File: config.mk
export PLATFORM = sky130hd
export DESIGN_NAME = message_stats_top_k_tracker_flat
export DESIGN_NICKNAME = d
export VERILOG_FILES = /design/src/rtl/mstk_pkg.sv /design/src/rtl/mstk_if.sv /design/src/rtl/mstk_table.sv /design/src/rtl/message_stats_top_k_tracker.sv /design/src/flat_wrapper.sv
export SDC_FILE = /design/constraint.sdc
export NUM_CORES = 2
export LEC_CHECK = 0
export ABC_AREA = 1
export BUFFER_PORTS_ARGS = -buffer_cell sky130_fd_sc_hd__buf_2
export CAP_MARGIN = 30
export CORE_MARGIN = 5
export CORE_UTILIZATION = 60
export CTS_BUF_LIST = sky130_fd_sc_hd__clkbuf_8 sky130_fd_sc_hd__clkbuf_16
export DETAILED_ROUTE_END_ITERATION = 8
export PLACE_DENSITY = 0.79
export SYNTH_ARGS = -nofsm -noshare
export SYNTH_HDL_FRONTEND = slang
export SYNTH_SLANG_ARGS = --single-unit
File: constraint.sdc
create_clock -name clock -period 11.4 [get_ports clock]
set_input_delay 0 -clock clock [delete_from_list [all_inputs] [get_ports clock]]
set_output_delay 0 -clock clock [all_outputs]
set_load 0.03 [all_outputs]
File: src/rtl/mstk_pkg.sv
package mstk_pkg;

   localparam int TABLE_SLOTS     = 5;
   localparam int PRIORITY_LEVELS = 3;

   localparam int KEY_W   = 32;
   localparam int COUNT_W = 32;
   localparam int TLEN_W  = 6;
   localparam int BLEN_W  = 16;
   localparam int PRIO_W  = 3;
   localparam int RANK_W  = 3;
   localparam int BYTE_W  = 48;
   localparam int SLOT_W  = $clog2(TABLE_SLOTS);
   localparam int SIZE_W  = BLEN_W + 1;

   typedef enum logic {
      FUNC_RECORD = 1'b0,
      FUNC_CLEAR  = 1'b1
   } func_type;

   typedef struct packed {
      logic             update;
      logic             clear;
      logic [KEY_W-1:0] key;
   } tbl_req_type;

   typedef struct packed {
      logic [COUNT_W-1:0] count;
      logic [SLOT_W-1:0]  rank;
      logic               inserted;
      logic               evict;
      logic [KEY_W-1:0]   evicted_key;
   } tbl_rsp_type;

   function automatic logic [COUNT_W-1:0] sat_inc(input logic [COUNT_W-1:0] value);
      return (&value) ? value : value + COUNT_W'(1);
   endfunction

endpackage

File: src/rtl/mstk_if.sv
interface mstk_req_if import mstk_pkg::*; ();
   logic              valid;
   logic              ready;
   logic              func;
   logic [KEY_W-1:0]  topic_key;
   logic [TLEN_W-1:0] topic_length;
   logic [BLEN_W-1:0] body_length;
   logic [PRIO_W-1:0] priority_req;

   modport source (output valid, func, topic_key, topic_length, body_length, priority_req,
                   input ready);
   modport sink   (input valid, func, topic_key, topic_length, body_length, priority_req,
                   output ready);
endinterface

interface mstk_rsp_if import mstk_pkg::*; ();
   logic               valid;
   logic               ready;
   logic [COUNT_W-1:0] topic_count;
   logic [RANK_W-1:0]  topic_rank;
   logic               was_inserted;
   logic               did_evict;
   logic [KEY_W-1:0]   evicted_key;
   logic [COUNT_W-1:0] message_total;
   logic [BYTE_W-1:0]  byte_total;
   logic [COUNT_W-1:0] priority_total;

   modport source (output valid, topic_count, topic_rank, was_inserted, did_evict, evicted_key,
                   message_total, byte_total, priority_total,
                   input ready);
   modport sink   (input valid, topic_count, topic_rank, was_inserted, did_evict, evicted_key,
                   message_total, byte_total, priority_total,
                   output ready);
endinterface

File: src/rtl/mstk_table.sv
module mstk_table import mstk_pkg::*; (
   input  logic        clock,
   input  logic        reset,
   input  tbl_req_type tbl_req,
   output tbl_rsp_type tbl_rsp
);

   logic [KEY_W-1:0]       key_ff   [TABLE_SLOTS];
   logic [KEY_W-1:0]       key_in   [TABLE_SLOTS];
   logic [COUNT_W-1:0]     count_ff [TABLE_SLOTS];
   logic [COUNT_W-1:0]     count_in [TABLE_SLOTS];
   logic [TABLE_SLOTS-1:0] valid_ff;
   logic [TABLE_SLOTS-1:0] valid_in;

   logic [KEY_W-1:0]       up_key   [TABLE_SLOTS];
   logic [KEY_W-1:0]       dn_key   [TABLE_SLOTS];
   logic [COUNT_W-1:0]     up_count [TABLE_SLOTS];
   logic [COUNT_W-1:0]     dn_count [TABLE_SLOTS];
   logic [TABLE_SLOTS-1:0] up_valid;
   logic [TABLE_SLOTS-1:0] dn_valid;

   logic [TABLE_SLOTS-1:0] hit_vec;
   logic [TABLE_SLOTS-1:0] min_vec;
   logic [TABLE_SLOTS-1:0] sel_vec;
   logic [TABLE_SLOTS-1:0] ahead_vec;
   logic                   hit;
   logic                   full;
   logic [SLOT_W-1:0]      pos;
   logic [SLOT_W-1:0]      rank;
   logic [COUNT_W-1:0]     new_count;

   // Table is kept sorted with valid slots first, so the minimum sits at the tail.
   always_comb begin
      for (int i = 0; i < TABLE_SLOTS; i++) begin
         hit_vec[i] = valid_ff[i] && (key_ff[i] == tbl_req.key);
         min_vec[i] = (count_ff[i] == count_ff[TABLE_SLOTS-1]);
      end
      hit  = |hit_vec;
      full = &valid_ff;
      if (hit) begin
         sel_vec = hit_vec;
      end else if (full) begin
         sel_vec = min_vec;
      end else begin
         sel_vec = ~valid_ff;
      end
      pos = '0;
      for (int i = TABLE_SLOTS - 1; i >= 0; i--) begin
         if (sel_vec[i]) begin
            pos = SLOT_W'(i);
         end
      end
      new_count = hit ? sat_inc(count_ff[pos]) : COUNT_W'(1);
      // stable placement: earlier slots stay ahead on ties, later ones only if larger
      for (int i = 0; i < TABLE_SLOTS; i++) begin
         if (SLOT_W'(i) < pos) begin
            ahead_vec[i] = (count_ff[i] >= new_count);
         end else if (SLOT_W'(i) > pos) begin
            ahead_vec[i] = (count_ff[i] > new_count);
         end else begin
            ahead_vec[i] = 1'b0;
         end
      end
      rank = SLOT_W'($countones(ahead_vec));
   end

   for (genvar k = 0; k < TABLE_SLOTS; k++) begin : g_shift
      if (k == 0) begin : g_first
         assign up_key[k]   = key_ff[k];
         assign up_count[k] = count_ff[k];
         assign up_valid[k] = valid_ff[k];
      end else begin : g_rest
         assign up_key[k]   = key_ff[k-1];
         assign up_count[k] = count_ff[k-1];
         assign up_valid[k] = valid_ff[k-1];
      end
      if (k == TABLE_SLOTS - 1) begin : g_last
         assign dn_key[k]   = key_ff[k];
         assign dn_count[k] = count_ff[k];
         assign dn_valid[k] = valid_ff[k];
      end else begin : g_head
         assign dn_key[k]   = key_ff[k+1];
         assign dn_count[k] = count_ff[k+1];
         assign dn_valid[k] = valid_ff[k+1];
      end
   end

   always_comb begin
      for (int k = 0; k < TABLE_SLOTS; k++) begin
         if (tbl_req.clear) begin
            key_in[k]   = '0;
            count_in[k] = '0;
            valid_in[k] = 1'b0;
         end else if (!tbl_req.update) begin
            key_in[k]   = key_ff[k];
            count_in[k] = count_ff[k];
            valid_in[k] = valid_ff[k];
         end else if (SLOT_W'(k) == rank) begin
            key_in[k]   = tbl_req.key;
            count_in[k] = new_count;
            valid_in[k] = 1'b1;
         end else if ((rank <= pos) && (SLOT_W'(k) > rank) && (SLOT_W'(k) <= pos)) begin
            key_in[k]   = up_key[k];
            count_in[k] = up_count[k];
            valid_in[k] = up_valid[k];
         end else if ((rank > pos) && (SLOT_W'(k) >= pos) && (SLOT_W'(k) < rank)) begin
            key_in[k]   = dn_key[k];
            count_in[k] = dn_count[k];
            valid_in[k] = dn_valid[k];
         end else begin
            key_in[k]   = key_ff[k];
            count_in[k] = count_ff[k];
            valid_in[k] = valid_ff[k];
         end
      end
   end

   always_ff @(posedge clock) begin
      if (reset) begin
         valid_ff <= '0;
         for (int k = 0; k < TABLE_SLOTS; k++) begin
            key_ff[k]   <= '0;
            count_ff[k] <= '0;
         end
      end else begin
         valid_ff <= valid_in;
         for (int k = 0; k < TABLE_SLOTS; k++) begin
            key_ff[k]   <= key_in[k];
            count_ff[k] <= count_in[k];
         end
      end
   end

   assign tbl_rsp.count       = new_count;
   assign tbl_rsp.rank        = rank;
   assign tbl_rsp.inserted    = !hit;
   assign tbl_rsp.evict       = !hit && full;
   assign tbl_rsp.evicted_key = (!hit && full) ? key_ff[pos] : '0;

endmodule

File: src/rtl/message_stats_top_k_tracker.sv
// Message statistics with a top-K topic table. One message or clear is taken per
// cycle; a result passes the input register, then the result register, and the rate
// holds at one per cycle as long as the result side is ready.
// The rate is set by the table update: key compare, slot choice, increment and
// re-sort of all slots are combinational so the next message sees the new table.
module message_stats_top_k_tracker import mstk_pkg::*; (
   input logic         clock,
   input logic         reset,
   mstk_req_if.sink    req_chan,
   mstk_rsp_if.source  rsp_chan
);

   logic              s1_valid_ff, s1_valid_in;
   func_type          s1_func_ff;
   logic [KEY_W-1:0]  s1_key_ff;
   logic [TLEN_W-1:0] s1_tlen_ff;
   logic [BLEN_W-1:0] s1_blen_ff;
   logic [PRIO_W-1:0] s1_prio_ff;

   logic               out_valid_ff, out_valid_in;
   logic [COUNT_W-1:0] out_count_ff;
   logic [RANK_W-1:0]  out_rank_ff;
   logic               out_inserted_ff;
   logic               out_evict_ff;
   logic [KEY_W-1:0]   out_evicted_ff;
   logic [COUNT_W-1:0] out_msg_ff;
   logic [BYTE_W-1:0]  out_byte_ff;
   logic [COUNT_W-1:0] out_prio_ff;

   logic [COUNT_W-1:0] msg_ff, msg_in;
   logic [BYTE_W-1:0]  byte_ff, byte_in;
   logic [COUNT_W-1:0] prio_ff [PRIORITY_LEVELS];
   logic [COUNT_W-1:0] prio_in [PRIORITY_LEVELS];

   logic                   accept;
   logic                   advance;
   logic                   record;
   logic                   clear;
   logic [SIZE_W-1:0]      msg_size;
   logic [BYTE_W:0]        byte_sum;
   logic [COUNT_W-1:0]     prio_total;
   tbl_req_type            tbl_req;
   tbl_rsp_type            tbl_rsp;

   assign advance        = s1_valid_ff && (!out_valid_ff || rsp_chan.ready);
   assign req_chan.ready = !s1_valid_ff || advance;
   assign accept         = req_chan.valid && req_chan.ready;
   assign record         = advance && (s1_func_ff == FUNC_RECORD);
   assign clear          = advance && (s1_func_ff == FUNC_CLEAR);

   assign tbl_req.update = record;
   assign tbl_req.clear  = clear;
   assign tbl_req.key    = s1_key_ff;

   mstk_table u_table (
      .clock   (clock),
      .reset   (reset),
      .tbl_req (tbl_req),
      .tbl_rsp (tbl_rsp)
   );

   always_comb begin
      s1_valid_in  = accept ? 1'b1 : (advance ? 1'b0 : s1_valid_ff);
      out_valid_in = advance ? 1'b1 : (rsp_chan.ready ? 1'b0 : out_valid_ff);

      msg_size = SIZE_W'(s1_tlen_ff) + SIZE_W'(s1_blen_ff) + SIZE_W'(2);
      byte_sum = {1'b0, byte_ff} + (BYTE_W + 1)'(msg_size);

      if (clear) begin
         msg_in  = '0;
         byte_in = '0;
      end else if (record) begin
         msg_in  = sat_inc(msg_ff);
         byte_in = byte_sum[BYTE_W] ? '1 : byte_sum[BYTE_W-1:0];
      end else begin
         msg_in  = msg_ff;
         byte_in = byte_ff;
      end

      prio_total = '0;
      for (int l = 0; l < PRIORITY_LEVELS; l++) begin
         if (clear) begin
            prio_in[l] = '0;
         end else if (record && (s1_prio_ff == PRIO_W'(l))) begin
            prio_in[l] = sat_inc(prio_ff[l]);
         end else begin
            prio_in[l] = prio_ff[l];
         end
         if (s1_prio_ff == PRIO_W'(l)) begin
            prio_total = sat_inc(prio_ff[l]);
         end
      end
   end

   always_ff @(posedge clock) begin
      if (reset) begin
         s1_valid_ff  <= 1'b0;
         out_valid_ff <= 1'b0;
         msg_ff       <= '0;
         byte_ff      <= '0;
         for (int l = 0; l < PRIORITY_LEVELS; l++) begin
            prio_ff[l] <= '0;
         end
      end else begin
         s1_valid_ff  <= s1_valid_in;
         out_valid_ff <= out_valid_in;
         msg_ff       <= msg_in;
         byte_ff      <= byte_in;
         for (int l = 0; l < PRIORITY_LEVELS; l++) begin
            prio_ff[l] <= prio_in[l];
         end
      end
   end

   always_ff @(posedge clock) begin
      if (accept) begin
         s1_func_ff <= func_type'(req_chan.func);
         s1_key_ff  <= req_chan.topic_key;
         s1_tlen_ff <= req_chan.topic_length;
         s1_blen_ff <= req_chan.body_length;
         s1_prio_ff <= req_chan.priority_req;
      end
   end

   always_ff @(posedge clock) begin
      if (clear) begin
         out_count_ff    <= '0;
         out_rank_ff     <= '0;
         out_inserted_ff <= 1'b0;
         out_evict_ff    <= 1'b0;
         out_evicted_ff  <= '0;
         out_msg_ff      <= '0;
         out_byte_ff     <= '0;
         out_prio_ff     <= '0;
      end else if (record) begin
         out_count_ff    <= tbl_rsp.count;
         out_rank_ff     <= RANK_W'(tbl_rsp.rank);
         out_inserted_ff <= tbl_rsp.inserted;
         out_evict_ff    <= tbl_rsp.evict;
         out_evicted_ff  <= tbl_rsp.evicted_key;
         out_msg_ff      <= msg_in;
         out_byte_ff     <= byte_in;
         out_prio_ff     <= prio_total;
      end
   end

   assign rsp_chan.valid          = out_valid_ff;
   assign rsp_chan.topic_count    = out_count_ff;
   assign rsp_chan.topic_rank     = out_rank_ff;
   assign rsp_chan.was_inserted   = out_inserted_ff;
   assign rsp_chan.did_evict      = out_evict_ff;
   assign rsp_chan.evicted_key    = out_evicted_ff;
   assign rsp_chan.message_total  = out_msg_ff;
   assign rsp_chan.byte_total     = out_byte_ff;
   assign rsp_chan.priority_total = out_prio_ff;

endmodule

File: src/flat_wrapper.sv
// flat-port wrapper written by rule: the top's interface ports become plain ports
module message_stats_top_k_tracker_flat import mstk_pkg::*;
  (clock, reset, req_chan_valid, req_chan_func, req_chan_topic_key, req_chan_topic_length, req_chan_body_length, req_chan_priority_req, req_chan_ready, rsp_chan_valid, rsp_chan_topic_count, rsp_chan_topic_rank, rsp_chan_was_inserted, rsp_chan_did_evict, rsp_chan_evicted_key, rsp_chan_message_total, rsp_chan_byte_total, rsp_chan_priority_total, rsp_chan_ready);
  mstk_req_if req_chan_i ();
  mstk_rsp_if rsp_chan_i ();
  input logic clock;
  input logic reset;
  input wire logic [$bits(req_chan_i.valid)-1:0] req_chan_valid;
  input wire logic [$bits(req_chan_i.func)-1:0] req_chan_func;
  input wire logic [$bits(req_chan_i.topic_key)-1:0] req_chan_topic_key;
  input wire logic [$bits(req_chan_i.topic_length)-1:0] req_chan_topic_length;
  input wire logic [$bits(req_chan_i.body_length)-1:0] req_chan_body_length;
  input wire logic [$bits(req_chan_i.priority_req)-1:0] req_chan_priority_req;
  output wire logic [$bits(req_chan_i.ready)-1:0] req_chan_ready;
  output wire logic [$bits(rsp_chan_i.valid)-1:0] rsp_chan_valid;
  output wire logic [$bits(rsp_chan_i.topic_count)-1:0] rsp_chan_topic_count;
  output wire logic [$bits(rsp_chan_i.topic_rank)-1:0] rsp_chan_topic_rank;
  output wire logic [$bits(rsp_chan_i.was_inserted)-1:0] rsp_chan_was_inserted;
  output wire logic [$bits(rsp_chan_i.did_evict)-1:0] rsp_chan_did_evict;
  output wire logic [$bits(rsp_chan_i.evicted_key)-1:0] rsp_chan_evicted_key;
  output wire logic [$bits(rsp_chan_i.message_total)-1:0] rsp_chan_message_total;
  output wire logic [$bits(rsp_chan_i.byte_total)-1:0] rsp_chan_byte_total;
  output wire logic [$bits(rsp_chan_i.priority_total)-1:0] rsp_chan_priority_total;
  input wire logic [$bits(rsp_chan_i.ready)-1:0] rsp_chan_ready;
  assign req_chan_i.valid = req_chan_valid;
  assign req_chan_i.func = req_chan_func;
  assign req_chan_i.topic_key = req_chan_topic_key;
  assign req_chan_i.topic_length = req_chan_topic_length;
  assign req_chan_i.body_length = req_chan_body_length;
  assign req_chan_i.priority_req = req_chan_priority_req;
  assign req_chan_ready = req_chan_i.ready;
  assign rsp_chan_valid = rsp_chan_i.valid;
  assign rsp_chan_topic_count = rsp_chan_i.topic_count;
  assign rsp_chan_topic_rank = rsp_chan_i.topic_rank;
  assign rsp_chan_was_inserted = rsp_chan_i.was_inserted;
  assign rsp_chan_did_evict = rsp_chan_i.did_evict;
  assign rsp_chan_evicted_key = rsp_chan_i.evicted_key;
  assign rsp_chan_message_total = rsp_chan_i.message_total;
  assign rsp_chan_byte_total = rsp_chan_i.byte_total;
  assign rsp_chan_priority_total = rsp_chan_i.priority_total;
  assign rsp_chan_i.ready = rsp_chan_ready;
  message_stats_top_k_tracker u_core (.clock(clock), .reset(reset), .req_chan(req_chan_i), .rsp_chan(rsp_chan_i));
endmodule
==> key figures <==
GRT
  • First-pass GRT wire length: just under 300000 um
  • Initial antenna violation count: 5
  • Largest net degree at the start of global routing: 105
  • GR Util All Layers: 43.8%
  • Vias in the first global route: 50000
  • Total gr overflow: 0

Worst setup path
  • CP startpoint kind: flop
  • Req. time, crit path: ~12 ns
  • Worst R2R Path Depth: between 40 and 50
  • Worst-path fanout max: 34
  • Crit. End Element: flop
  • Arr. time, crit path: 11.70 ns
  • Reg-to-reg setup timing slack: 0.20 ns
  • Critical Path Max Stage Delay: 0.57 ns
  • Crit path buf inv count: 10
  • CP dominant cell by count: nand2_1
  • Reg2reg start: u_core.s1_key_ff[12]$_DFFE_PP_
  • Crit Path Class: reg2reg
  • Worst path slowest cell: edfxtp_1
  • CP delay by family, top: simple AND/OR/NAND/NOR gates
  • R2r endpoint: u_core.u_table.key_ff[1][1]$_SDFFE_PP0P_

Layout
  • Final Net Count: 7694
  • Most frequent cells in the layout: nand2_1, a21oi_1, inv_1, dfxtp_1, o21ai_0
  • Final Non-Filler Cells: approximately 8600
  • Layout fillers: 7100
  • Leading cell type in the layout, fill and taps excluded: nand2_1
  • Layout cells sized above 1: 9.00%
  • Area of the multi-input gates: 0.0284 mm^2
  • Reg area: 0.0154 mm^2
  • Layout area overhead: 11.9%

Synthesis
  • Synth Area in Adders: 5.49%
  • Yosys reg bits: between 700 and 800
  • Largest family of logic cells by synthesized area: simple AND/OR/NAND/NOR gates
  • Compound-gate portion of the synthesized area: 19.9%
  • Synthesized instance count: roughly 7300
  • Area leader, netlist: dfxtp_1
  • Multiplexer area fraction after synthesis: 0.0441%
  • Unique masters post-synth: 72
  • Mapped Area: a little under 0.05 mm^2
  • Yosys top cell area share: approximately 28%
  • Sequential-to-total area share from yosys stat: between 30% and 40%
  • Number of flops mapped to enable cells by yosys: 58
  • FFs w/ async S/R, synth: 0%
  • Syn Nets: about 7600
  • Simple logic cell fraction of the synthesized area: 29.0%
  • Synth Warn #: 0
  • Syn avg cell area: 6.58 um^2
  • Ys flop type: dfxtp_1
  • Synth top area cells: dfxtp_1, nand2_1, a21oi_1
  • Synth Area in XOR/XNOR: 4.14%

Timing
  • Period minus WS final: around 11 ns
  • Clk_skew: 0.0415 ns
  • Max Fclk: 89.3 MHz
  • Slew Limit Fails: 0
  • Final-report hold violation count: 0
  • Post-route setup TNS: 0 ns
  • Setup violators final: 0
  • Slew headroom: between 20% and 30%
  • Worst Max-Slew Pin Slew: between 1 and 1.5 ns
  • Fin crit share: 98.2%
  • Worst Setup Slack, final: 0.200 ns

Route
  • DR iter-0 viols: roughly 7600
  • DR vias: 54100
  • Drt first pass iters: 9
  • Vias/cell: 6.33
  • # DRC: 0
  • Wire per inst: 23.3 um
  • Routed Antenna Nets: 0
  • DRT Wirelength: 199000 um

Placed design
  • Pre-CTS setup slack: 0.456 ns
  • Global placement routability congestion: 1.11
  • Placed cells: 8322
  • PortBufs: 244
  • Dpl hpwl: 136000 um

Clock network
  • CTS Buf Count: 83
  • Max clock buf depth: 3
  • Clock root buffer: clkbuf_16
  • CTS tree: built
  • Worst skew pair latency: 0.68 ns
  • H-tree depth: 3
  • TritonCTS Sinks: 742
  • Clock-pin slew on the worst setup and hold paths: 0.06 ns

Floorplan
  • Initial core utilization: 60.2%
  • Die H: 294 um
  • I/O Pins: 245
  • Total core area: 0.0802 mm^2
  • Die Width: 294 um
  • Site Rows: roughly 100
  • Die ar.: 0.0862 mm^2

Pwr
  • Power Total: just over 6000 uW
  • VDD IR max: 0.127 mV
  • Pleak: 0.0229 uW
  • Pwr dens: approximately 110 mW/mm^2

Outcome
  • Status: finished clean

Min path
  • Min-Delay Startpoint: req_chan_topic_key[25]
  • Worst hold endpoint: u_core.s1_key_ff[25]$_DFFE_PP_
  • Hold WC Path Type: in2reg
  • Min-Delay Path Depth: 2

Run
  • Max cap viols: 0
==> per-layer routing <==
layer  vias to the layer above  track usage (%)  share of wire, %
met5                         -                0            0.0040
met4                         2             23.2               6.6
met3                       924             11.8                13
met2                      3953             66.6                42
met1                     24800             57.1                38
li1                      24500                -                 -
==> stage by stage <==
step / hold slack (ns) / area, um^2 / util (%)
after floorplan: 0.0989 / 48200 / -
after global placement: 0.176 / 50000 / 62.4
after detailed placement: 0.178 / 50300 / 62.7
after CTS: 0.0131 / 53800 / 67.1
after global routing: 0.0368 / 54000 / 67.4
final: 0.0340 / 54000 / 67.4
==> cell usage after synthesis (32+ instances only) <==
| master | number |
|---|---|
| nand2_1 | 2132 |
| a21oi_1 | 769 |
| inv_1 | 722 |
| dfxtp_1 | 684 |
| o21ai_0 | 526 |
| nor2_1 | 478 |
| clkbuf_1 | 319 |
| nand3_1 | 257 |
| ha_1 | 199 |
| xor2_1 | 140 |
| nand4_1 | 118 |
| a31oi_1 | 105 |
| nor3_1 | 96 |
| xnor2_1 | 88 |
| a211oi_1 | 75 |
| edfxtp_1 | 58 |
| buf_2 | 42 |
| nor4_1 | 41 |
| o22ai_1 | 40 |
| a221oi_1 | 34 |
| o211ai_1 | 34 |
| inv_2 | 32 |
==> flip-flops by register name, summed over array words and instances (netlist names) <==
register and cells:
u_core.rsp_chan.priority_total 32, u_core.prio_ff 96, u_core.rsp_chan.topic_count 32, u_core.rsp_chan.valid 1
u_core.rsp_chan.byte_total 48, u_core.s1_func_ff 1, u_core.u_table.valid_ff 5, u_core.s1_prio_ff 3
u_core.u_table.count_ff 160, u_core.s1_valid_ff 1, u_core.rsp_chan.was_inserted 1, u_core.byte_ff 48
u_core.u_table.key_ff 160, u_core.rsp_chan.message_total 32, u_core.s1_blen_ff 16, u_core.s1_key_ff 32
u_core.rsp_chan.did_evict 1, u_core.s1_tlen_ff 6, u_core.rsp_chan.evicted_key 32, u_core.msg_ff 32
u_core.rsp_chan.topic_rank 3
==> worst max-delay path by stage <==
stage,start,to,slack [ns],cells after the start
CTS,u_core.s1_key_ff[23]$_DFFE_PP_,u_core.u_table.count_ff[3][20]$_SDFFE_PP0P_,0.43,52
global route,u_core.s1_key_ff[31]$_DFFE_PP_,u_core.u_table.key_ff[1][11]$_SDFFE_PP0P_,-0.06,62
floorplan,u_core.s1_key_ff[0]$_DFFE_PP_,u_core.u_table.key_ff[1][23]$_SDFFE_PP0P_,3.01,60
global placement,u_core.s1_key_ff[23]$_DFFE_PP_,u_core.u_table.count_ff[3][12]$_SDFFE_PP0P_,0.78,52
detailed placement,u_core.u_table.valid_ff[3]$_SDFFE_PP0P_,u_core.u_table.count_ff[3][17]$_SDFFE_PP0P_,0.46,51
finish,u_core.s1_key_ff[12]$_DFFE_PP_,u_core.u_table.key_ff[1][1]$_SDFFE_PP0P_,0.20,46
==> timing repair <==
| item | 4_1_cts | 5_1_grt |
|---|---|---|
| setup buffers | 0 | 12 |
| gates resized for setup | 0 | 10 |
| endpoints found under the hold margin | 86 | 0 |
| hold buffers | 64 | 0 |
| endpoints found under the setup margin | 0 | 207 |
==> power breakdown <==
part / switching, uW / internal (uW) / total [uW] / leakage, uW
registers: 54.2 / 2670 / 2730 / 0.00609
logic: 419 / 161 / 580 / 0.0153
clock network: 1230 / 1650 / 2880 / 0.00146
total: 1700 / 4490 / 6190 / 0.0229
==> layout make-up <==
| type | count | share of cell area [%] |
|---|---|---|
| timing repair buffer | 422 | 5.67 |
| multi-input combinational | 5417 | 52.6 |
| sequential | 742 | 28.6 |
| clock buffer | 93 | 4.14 |
| tap | 1060 | 2.46 |
| antenna | 4 | 0.0185 |
| clock inverter | 59 | 1.22 |
| inverter | 759 | 5.30 |
==> cell families (layout without fill, tap and decap cells) <==
group                      count (synthesis)  in the layout
AOI/OAI and AO/OA                       1716           1716
xor gates and xnor gates                 228            228
adders and majority gates                207            207
buffers and inverters                   1170           1333
DFF                                      742            742
muxes                                      2              2
other                                      0              4
and+or+nand+nor                         3264           3264
Note: power is estimated with default switching activity, not from simulation.
